<file path="src/rtl/core/button_click_autorepeat_top_defines.svh">
// Assertion macros shared by the button click / auto repeat RTL.
`ifndef BUTTON_CLICK_AUTOREPEAT_TOP_DEFINES_SVH
`define BUTTON_CLICK_AUTOREPEAT_TOP_DEFINES_SVH

// Same-cycle implication, disabled during reset.
`define BCA_ASSERT_IMP(lbl, clk, rst, ante, cons, msg) \
   lbl: assert property (@(posedge clk) disable iff (rst) (ante) |-> (cons)) \
      else $error(msg);

// Next-cycle implication, disabled during reset.
`define BCA_ASSERT_NXT(lbl, clk, rst, ante, cons, msg) \
   lbl: assert property (@(posedge clk) disable iff (rst) (ante) |=> (cons)) \
      else $error(msg);

`endif

</file>
<file path="src/rtl/core/bca_pkg.sv">
// Package: shared constants and types for the button click / auto repeat block.
`default_nettype none

package bca_pkg;

   localparam int BUTTON_COUNT = 3;
   localparam int TIME_W       = 32;
   localparam int CFG_W        = 16;

   typedef logic [TIME_W-1:0]       time_type;
   typedef logic [CFG_W-1:0]        cfg_ms_type;
   typedef logic [BUTTON_COUNT-1:0] btn_vec_type;

   typedef enum logic [1:0] {
      CSR_GUARD    = 2'd0,
      CSR_START    = 2'd1,
      CSR_INTERVAL = 2'd2,
      CSR_MASK     = 2'd3
   } csr_idx_type;

   localparam cfg_ms_type GUARD_RESET    = 16'd50;
   localparam cfg_ms_type START_RESET    = 16'd500;
   localparam cfg_ms_type INTERVAL_RESET = 16'd150;
   localparam btn_vec_type MASK_RESET    = btn_vec_type'(6);

   // Timing settings fanned out to every button unit.
   typedef struct packed {
      cfg_ms_type guard;
      cfg_ms_type start;
      cfg_ms_type interval;
   } timing_type;

endpackage

`default_nettype wire

</file>
<file path="src/rtl/core/bca_button.sv">
// Per-button state: level, press/repeat/event times, click and repeat decisions.
`default_nettype none
`include "button_click_autorepeat_top_defines.svh"

module bca_button
   import bca_pkg::*;
(
   input  wire logic       clock,
   input  wire logic       reset,
   input  wire logic       step,
   input  wire time_type   now,
   input  wire logic       level,
   input  wire logic       enable,
   input  wire timing_type timing,
   output logic            click,
   output logic            repeat_hit
);

   logic     held_ff;
   time_type pressed_ff, pressed_in;
   time_type repeat_ff,  repeat_in;
   time_type event_ff,   event_in;

   logic     edge_seen;
   logic     guard_ok;
   logic     accepted;
   logic     press_nz;
   logic     start_ok;
   logic     interval_ok;
   time_type since_event;
   time_type since_press;
   time_type since_repeat;

   always_comb begin
      edge_seen    = (level != held_ff);
      since_event  = now - event_ff;
      since_press  = now - pressed_ff;
      since_repeat = now - repeat_ff;
      guard_ok     = (since_event >= time_type'(timing.guard));
      accepted     = edge_seen && guard_ok;
      click        = accepted && level;

      // On a press edge both times become now, so the elapsed times are zero.
      press_nz    = edge_seen ? (now != '0) : (pressed_ff != '0);
      start_ok    = edge_seen ? (timing.start == '0)
                              : (since_press >= time_type'(timing.start));
      interval_ok = edge_seen ? (timing.interval == '0)
                              : (since_repeat >= time_type'(timing.interval));

      repeat_hit = !click && enable && level && press_nz && start_ok && interval_ok;

      pressed_in = pressed_ff;
      repeat_in  = repeat_ff;
      event_in   = event_ff;
      if (edge_seen) begin
         pressed_in = level ? now : '0;
         repeat_in  = level ? now : '0;
      end
      if (accepted) begin
         event_in = now;
      end
      if (repeat_hit) begin
         repeat_in = now;
         event_in  = now;
      end
   end

   always_ff @(posedge clock) begin
      if (reset) begin
         held_ff    <= 1'b0;
         pressed_ff <= '0;
         repeat_ff  <= '0;
         event_ff   <= '0;
      end else if (step) begin
         held_ff    <= level;
         pressed_ff <= pressed_in;
         repeat_ff  <= repeat_in;
         event_ff   <= event_in;
      end
   end

   `BCA_ASSERT_IMP(a_click_rpt_excl, clock, reset, step, !(click && repeat_hit), "click and repeat together")
   `BCA_ASSERT_IMP(a_click_on_press, clock, reset, step && click, !held_ff && level, "click without a press edge")
   `BCA_ASSERT_NXT(a_release_clears, clock, reset, step && !level, pressed_ff == '0 && repeat_ff == '0, "release left times set")
   `BCA_ASSERT_NXT(a_repeat_stamps, clock, reset, step && repeat_hit, repeat_ff == $past(now) && event_ff == $past(now), "repeat did not stamp times")

endmodule

`default_nettype wire

</file>
<file path="src/rtl/core/button_click_autorepeat_top.sv">
// Top level: press guard and auto repeat for a group of buttons.
// A transaction taken into the input register moves to the result register (rsp_valid).
// Throughput: one transaction per cycle when rsp_stall is low, set by the single
// compute stage between the two registers; rsp_stall backs up through req_stall.
// Reset (synchronous): all buttons released, all times zero, registers at defaults.
`default_nettype none

module button_click_autorepeat_top
   import bca_pkg::*;
(
   input  wire logic         clock,
   input  wire logic         reset,
   input  wire logic         req_valid,
   output logic              req_stall,
   input  wire time_type     req_now_ms,
   input  wire btn_vec_type  req_pin_levels,
   output logic              rsp_valid,
   input  wire logic         rsp_stall,
   output btn_vec_type       rsp_click_events,
   output btn_vec_type       rsp_repeat_events,
   input  wire logic         csr_valid,
   output logic              csr_ready,
   input  wire csr_idx_type  csr_index,
   input  wire cfg_ms_type   csr_data
);

   timing_type  timing_ff;
   btn_vec_type enable_ff;

   logic        in_vld_ff, in_vld_in;
   time_type    now_ff;
   btn_vec_type lvl_ff;

   logic        out_vld_ff, out_vld_in;
   btn_vec_type click_ff;
   btn_vec_type rpt_ff;

   logic        advance;
   logic        req_take;
   btn_vec_type click_w;
   btn_vec_type rpt_w;

   assign csr_ready = 1'b1;

   always_ff @(posedge clock) begin
      if (reset) begin
         timing_ff.guard    <= GUARD_RESET;
         timing_ff.start    <= START_RESET;
         timing_ff.interval <= INTERVAL_RESET;
         enable_ff          <= MASK_RESET;
      end else if (csr_valid && csr_ready) begin
         unique case (csr_index)
            CSR_GUARD:    timing_ff.guard    <= csr_data;
            CSR_START:    timing_ff.start    <= csr_data;
            CSR_INTERVAL: timing_ff.interval <= csr_data;
            CSR_MASK:     enable_ff          <= csr_data[BUTTON_COUNT-1:0];
            default:      ;
         endcase
      end
   end

   // The held transaction moves on when the result register is free or draining.
   always_comb begin
      advance    = in_vld_ff && (!out_vld_ff || !rsp_stall);
      req_stall  = in_vld_ff && !advance;
      req_take   = req_valid && !req_stall;
      in_vld_in  = req_take || (in_vld_ff && !advance);
      out_vld_in = advance || (out_vld_ff && rsp_stall);
   end

   always_ff @(posedge clock) begin
      if (reset) begin
         in_vld_ff  <= 1'b0;
         out_vld_ff <= 1'b0;
      end else begin
         in_vld_ff  <= in_vld_in;
         out_vld_ff <= out_vld_in;
      end
   end

   always_ff @(posedge clock) begin
      if (req_take) begin
         now_ff <= req_now_ms;
         lvl_ff <= req_pin_levels;
      end
      if (advance) begin
         click_ff <= click_w;
         rpt_ff   <= rpt_w;
      end
   end

   for (genvar i = 0; i < BUTTON_COUNT; i++) begin : g_btn
      bca_button u_button (
         .clock      (clock),
         .reset      (reset),
         .step       (advance),
         .now        (now_ff),
         .level      (lvl_ff[i]),
         .enable     (enable_ff[i]),
         .timing     (timing_ff),
         .click      (click_w[i]),
         .repeat_hit (rpt_w[i])
      );
   end

   assign rsp_valid         = out_vld_ff;
   assign rsp_click_events  = click_ff;
   assign rsp_repeat_events = rpt_ff;

endmodule

`default_nettype wire
</file>
<file path="config.mk">
export PLATFORM = sky130hd
export DESIGN_NAME = button_click_autorepeat_top
export DESIGN_NICKNAME = d
export VERILOG_FILES = /design/src/rtl/core/bca_pkg.sv /design/src/rtl/core/bca_button.sv /design/src/rtl/core/button_click_autorepeat_top.sv
export VERILOG_INCLUDE_DIRS = /design/src /design/src/rtl/core
export SDC_FILE = /design/constraint.sdc
export NUM_CORES = 2
export LEC_CHECK = 0
export BUFFER_PORTS_ARGS = -buffer_cell sky130_fd_sc_hd__buf_2
export CORE_AREA = 2 2 398 203
export CTS_BUF_LIST = sky130_fd_sc_hd__clkbuf_16
export CTS_CLUSTER_SIZE = 30
export DETAILED_ROUTE_END_ITERATION = 12
export DIE_AREA = 0 0 400 205
export GPL_TIMING_DRIVEN = 0
export PLACE_DENSITY = 0.56
export SYNTH_ARGS = -nofsm -noshare
export SYNTH_HDL_FRONTEND = slang
export SYNTH_SLANG_ARGS = --single-unit
</file>
<file path="constraint.sdc">
create_clock -name clock -period 14.6 [get_ports clock]
set_input_delay 2.19 -clock clock [delete_from_list [all_inputs] [get_ports clock]]
set_output_delay 2.19 -clock clock [all_outputs]
set_load 0.005 [all_outputs]
</file>
After elaboration in Yosys (flattened, before gate mapping)
Index checks and enable logic that the tools add are counted.
{ "totals": {"regBits": 385, "output_inout_bits": 9, "elab_cells": 131} }
{ "op_classes": {"addsub": 9, "order_cmp": 9, "eq_ne": 6, "mux": 24, "n_reduce_logical": 61} }
{ "op_table": {"columns": ["operator", "count"], "rows": [
  ["$mux 32", 15],
  ["$ge 32x16->1", 9],
  ["$sub 32x32->32", 9],
  ["$reduce_bool 32->1", 4],
  ["$logic_not 16->1", 2],
  ["$reduce_and 2->1", 13],
  ["$logic_and 1x1->1", 25],
  ["$reduce_bool 2->1", 6],
  ["$mux 1", 9],
  ["$logic_not 1->1", 7],
  ["$eq 2x2->1 const B", 2],
  ["$logic_or 1x1->1", 3],
  ["$ne 1x1->1", 3],
  ["$eq 2x1->1 const B", 1],
  ["$logic_not 2->1", 1]
]} }

Longest topological paths before layout
{ "depth": {"depth_word": 12, "ltp_mapped": 27, "mapped_depth_nobuf": 24} }

Cells and area by module
Synthesis repeated with hierarchy kept, for this count alone.
{ "unflattened": {"hier_cells": 4931, "hier_area_um2": 38222.9} }
{ "modules_own_cells": {"columns": ["mod", "instances", "cells_per_inst", "area_per_inst_um2", "seq_area_each_um2"], "rows": [
  ["bca_button at g_btn[0].u_button", 1, 1579, 11902.7, 1941.9],
  ["bca_button at g_btn[1].u_button", 1, 1594, 11746.3, 1941.9],
  ["bca_button at g_btn[2].u_button", 1, 1510, 11205.7, 1941.9],
  ["button_click_autorepeat_top", 1, 248, 3368.2, 2292.2]
]} }

Worst setup path before layout
Ideal clock, no wire load.
{ "synth_path": {"path_type": "register to register", "start": "reg now_ff[1]", "end": "reg g_btn[0].u_button.event_ff[10]", "setup_ns": 0.072, "arrival_time_ns": 5.251, "required_ns": 14.528, "slack_ns": 9.277, "stages_incl_launch_ff": 25, "n_path_buf": 3, "synth_period_minus_slack_ns": 5.323, "cell_sequence": "edfxtp_1 -> clkbuf_1 -> inv_1 -> fa_1 -> nor2b_1 -> o31a_1 -> o211ai_1 -> a211oi_1 -> nor2_1 -> nor2_1 -> xor2_1 -> ha_1 -> nor2b_1 -> o21ai_0 -> o221ai_1 -> nor4_1 -> nor4bb_1 -> nand4_1 -> nor4_1 -> and4_1 -> nor2_1 -> o21bai_1 -> buf_2 -> buf_4 -> mux2i_1"} }
{ "synth_between": {"elab_chain_cells": 12, "word_cells_on_any_way": 21, "classes_between": "add/sub (3); order compare (3); mux (4); reduce/logical (11)"} }
{ "synth_lines": {"columns": ["item", "line", "rtl"], "rows": [
  ["from (decl)", "button_click_autorepeat_top.sv:31", "time_type now_ff;"],
  ["from (signal assigned)", "button_click_autorepeat_top.sv:83", "now_ff <= req_now_ms;"],
  ["$sub 32x32->32", "bca_button.sv:36", "since_event = now - event_ff;"],
  ["$ge 32x16->1", "bca_button.sv:39", "guard_ok = (since_event >= time_type'(timing.guard));"],
  ["$logic_and 1x1->1", "bca_button.sv:40", "accepted = edge_seen && guard_ok;"],
  ["$logic_and 1x1->1", "bca_button.sv:41", "click = accepted && level;"],
  ["$logic_not 1->1", "bca_button.sv:50", "repeat_hit = !click && enable && level && press_nz && start_ok && interval_ok;"],
  ["$logic_and 1x1->1 (5 in series)", "bca_button.sv:50", null],
  ["$reduce_bool 2->1 (no line)", null, null],
  ["$reduce_and 2->1 (no line)", null, null],
  ["to (signal assigned)", "bca_button.sv:78", "event_ff <= event_in;"],
  ["to (decl)", "bca_button.sv:22", "time_type event_ff, event_in;"]
]} }
Several ways; a longest one is shown, not always the timed one.
A chain may end at the register's enable or synchronous reset.

Final worst setup path
{ "layout_path": {"start": "reg now_ff[0]", "end": "reg g_btn[2].u_button.event_ff[17]"} }
{ "layout_between": {"elab_chain_cells": 12, "word_cells_on_any_way": 21, "classes_between": "add/sub (3); order compare (3); mux (4); reduce/logical (11)"} }
{ "layout_lines": {"columns": ["item", "line"], "rows": [
  ["$sub 32x32->32", "bca_button.sv:36"],
  ["$ge 32x16->1", "bca_button.sv:39"],
  ["$logic_and 1x1->1", "bca_button.sv:40"],
  ["$logic_and 1x1->1", "bca_button.sv:41"],
  ["$logic_not 1->1", "bca_button.sv:50"],
  ["$logic_and 1x1->1 (5 in series)", "bca_button.sv:50"],
  ["$reduce_bool 2->1 (no line)", null],
  ["$reduce_and 2->1 (no line)", null],
  ["to (signal assigned)", "bca_button.sv:78"],
  ["to (decl)", "bca_button.sv:22"]
]} }
Several ways; a longest one is shown, not always the timed one.

==> out/metrics.yaml <==
run_status:
  outcome: "finished, violations left"
  violations: "max-capacitance violations, max-slew violations"
sta:
  rsz0062_at_grt: "no"
  setup-tns-final_ns: 0
  slew_headroom_pct: -6.96
  finalMaxSlewViolations: 54
  finClkSkew_ns: 0.0415
  setup_viol: 0
  hold_viol_final: 0
  worst_pin_slew_ns: 1.60
  finalCriticalPeriod_ns: 9.68
  clock.fmax_ghz: 0.103
  setup_slack_ns: 4.92
  fin_crit_sh_pct: 66.3
finish:
  design_area_sq_um: 38000
  synthToLayoutAreaGrowth_pct: 8.56
  drive_above_1_share_pct: 5.03
  nets: 5131
synth:
  synth_top_area_share_pct: 19.7
  async_flop_share_pct: 0
  synth_cell_types: 89
  ys_seq_area_share_pct: 23.2
  synth.most_common_cell: "ha_1"
  netlist_top_cells_area: "dfxtp_1 (20%), ha_1 (15%), a21oi_1 (5.9%)"
  synth_seq_cells: 385
  yosysWarnings: 0
  synth-xor-area-share_pct: 4.63
  synth_edf_count: 41
  syn_nets: 5021
  netlist.top_cell.by_area: "dfxtp_1"
  synthAdderAreaFrac_pct: 15.7
  synth_top_family_by_area: "compound AO/OA/AOI/OAI gates"
  synth_compound_area_share_pct: 23.9
  syn_inst: 4531
  yosys-mux-area-fraction_pct: 4.56
  syn_area_sq_um: 35000
  synth_flop_cell: "dfxtp_1"
  syn_avg_cell_area_sq_um: 7.72
  yosys.area_share.simple_pct: 21.1
  synth_common_cells: "ha_1 (423), a21oi_1 (413), nand2_1 (403), inv_1 (393), nor2_1 (384)"
floorplanning:
  rows: 73
  die_area_sq_um: 82000
  die_h_um: 205
  die_w_um: 400
  core_area_sq_um: 78600
  io_pins: 67
  start_util_pct: 44.5
place:
  gp_congestion: 1.05
  io_buffers: 63
  dp_hpwl_mm: 121
  postPlaceCellArea_sq_um: 36600
  post-place-ws_ns: 5.67
min_path:
  hold-path-cell-count: 2
  hold_end: "g_btn[0].u_button.repeat_ff[24]$_SDFFE_PP0P_"
  hp-class: "register to register"
  hp-start: "g_btn[0].u_button.repeat_ff[24]$_SDFFE_PP0P_"
drt:
  drcViolationCount: 0
  topRoutingLayerUsed: "met4"
  ant_nets: 0
  wl_met1_mm: 79.6
  viasPerCell: 6.29
  post_drt_wl_per_cell_um: 27.3
  wl_met3_mm: 25.3
  drt-total-wl_mm: 156
  met2_length_mm: 48.9
  first_pass_iters: 7
  vias: 36000
  drt_iter0_markers: 5532
critical_path:
  crit_chain: "clkbuf_1, inv_1, ha_1, inv_1, fa_1, a211oi_1, nor3_1, o21ai_1, and3_1, xnor2_1, ha_1, a21o_1, a211oi_2, o221a_2, o2111a_1, o221ai_1, a2111oi_0, o311a_1, nand4_1, nor4_2, nor2_1, a2bb2oi_4, buf_6, mux2i_1"
  reg2reg_slack_ns: 4.92
  crit_fanout: 10
  rr_worst_depth: 24
  reg2reg_from: "now_ff[0]$_DFFE_PP_"
  cpMaxStageDelayCell: "clkbuf_1"
  rr_endpoint: "g_btn[2].u_button.event_ff[17]$_SDFFE_PP0P_"
  start_kind: "register"
  path_class: "register to register"
  path_buf_inv: 4
  crit_required_ns: 15.09
  critPathTopFamily: "compound AO/OA/AOI/OAI gates"
  arrival_ns: 10.17
  critPathMaxStageDelay_ns: 1.07
  end_kind: "register"
clocking:
  ctsRootBufferMaster: "clkbuf_16"
  cts_tree: "built"
  cts_hold_buf: 0
  h-tree-depth: 2
  cts_setup_buffers: 0
  cts_max_path_buffers: 3
  clk_latency_ns: 0.60
  clock_sinks: 385
  post_cts_resized: 0
  cts_buffers: 41
  cts.clk_slew.worst_paths_ns: 0.07
run:
  cap_violations: 5
global_route:
  first_global_vias: 30600
  grt-ovfl-total: 0
  grt_start_max_net_pins: 21
  antenna_found_initial: 4
  grtUsageTotal_pct: 37.1
  grt_pass1_wl_mm: 221
pwr:
  vdd_ir_drop_max_mv: 0.0910
  powerDensity_nw_per_um2: 90.3
  leakagePower_nw: 14.9
## report_power, final
| part | switching, mW | internal [mW] |
|---|---|---|
| clock | 0.508 | 0.554 |
| sequential | 0.0762 | 1.11 |
| combinational | 0.763 | 0.418 |
## layout by cell type, fill, tap and decap left out, types with 14 or more instances in the layout
master,n
nor4_1,70
nand4b_1,31
a31oi_1,33
or3_1,21
clkbuf_1,189
a2111oi_0,14
o211ai_1,44
xor2_1,72
a211o_1,30
and3_1,35
nor2_1,384
and2_1,15
a21oi_1,413
mux2i_1,121
o2111ai_1,17
nand2_1,403
a31o_2,16
xnor2_1,113
ha_1,423
nor3_1,56
mux2_2,30
nor3b_1,14
edfxtp_1,41
nand2b_1,175
o21bai_1,33
nand4_1,77
o31ai_1,46
nor2b_1,26
o21a_1,41
a22oi_1,100
dfxtp_1,344
clkbuf_16,43
nand3b_1,43
buf_2,73
a221oi_1,15
a211oi_1,40
a21o_1,114
nand3_1,86
inv_1,397
o21ai_0,180
## cell families (layout without fill, tap and decap cells)
| logic type | Yosys count | in the layout |
|---|---|---|
| muxes | 154 | 154 |
| adders and majority gates | 432 | 432 |
| xor gates and xnor gates | 185 | 185 |
| DFF | 385 | 385 |
| buffers and inverters | 614 | 755 |
| AOI/OAI and AO/OA | 1275 | 1275 |
| other | 1 | 3 |
| and+or+nand+nor | 1485 | 1485 |
## worst max path at each step
stage / startpoint / end / slack, ns / depth (start not counted)
after global routing: now_ff[0]$_DFFE_PP_ / g_btn[2].u_button.event_ff[15]$_SDFFE_PP0P_ / 4.89 / 23
final: now_ff[0]$_DFFE_PP_ / g_btn[2].u_button.event_ff[17]$_SDFFE_PP0P_ / 4.92 / 24
after detailed placement: now_ff[0]$_DFFE_PP_ / g_btn[2].u_button.event_ff[17]$_SDFFE_PP0P_ / 5.67 / 24
after global placement: now_ff[0]$_DFFE_PP_ / g_btn[2].u_button.event_ff[18]$_SDFFE_PP0P_ / 5.13 / 24
after CTS: now_ff[0]$_DFFE_PP_ / g_btn[2].u_button.event_ff[17]$_SDFFE_PP0P_ / 5.58 / 24
after floorplan: now_ff[1]$_DFFE_PP_ / g_btn[0].u_button.event_ff[10]$_SDFFE_PP0P_ / 9.28 / 24
## metrics by stage
stage                     total power [mW]  utilization, %  std cells  hold slack [ns]
after floorplan                       1.93               -       4531            0.432
after global placement                2.32            46.6       5644            0.440
after detailed placement              2.32            46.6       5646            0.444
after CTS                             3.36            48.3       5720            0.453
after global routing                  3.56            48.3       5722            0.464
final                                 3.43            48.3       5724            0.451
## sequential cells by signal, summed over array words and instances (netlist names)
name / flops
enable_ff: 3
g_btn.u_button.event_ff: 96
g_btn.u_button.held_ff: 3
g_btn.u_button.pressed_ff: 96
g_btn.u_button.repeat_ff: 96
in_vld_ff: 1
lvl_ff: 3
now_ff: 32
rsp_click_events: 3
rsp_repeat_events: 3
rsp_valid: 1
timing_ff: 48
## worst reg2reg max path: cells and delay by family, from the launching register on
kind / cells / cell delay, ns
adder cells (fa/ha/maj): 3 / 1.02
buffers and inverters: 4 / 2.27
XOR/XNOR: 1 / 0.33
AND/OR/NAND/NOR: 5 / 2.00
AO/OA/AOI/OAI: 10 / 3.40
multiplexers: 1 / 0.22
flip-flops: 1 / 0.34
## final cells by class
type / count / area [sq um]
timing repair buffer: 67 / 378
tap: 1050 / 1310
inverter: 393 / 1480
buffer: 221 / 925
clock inverter: 31 / 189
sequential: 385 / 8120
clock buffer: 43 / 1080
antenna: 2 / 5.00
fill: 7839 / 40600
multi-input combinational: 3532 / 24500
## per-layer routing
layer,vias up,global-route usage [%]
met5,-,0
met1,17100,62.2
met3,144,15.7
met2,2195,40.2
met4,0,5.87
li1,16600,-
No activity file was read; power rests on OpenSTA's default activity.
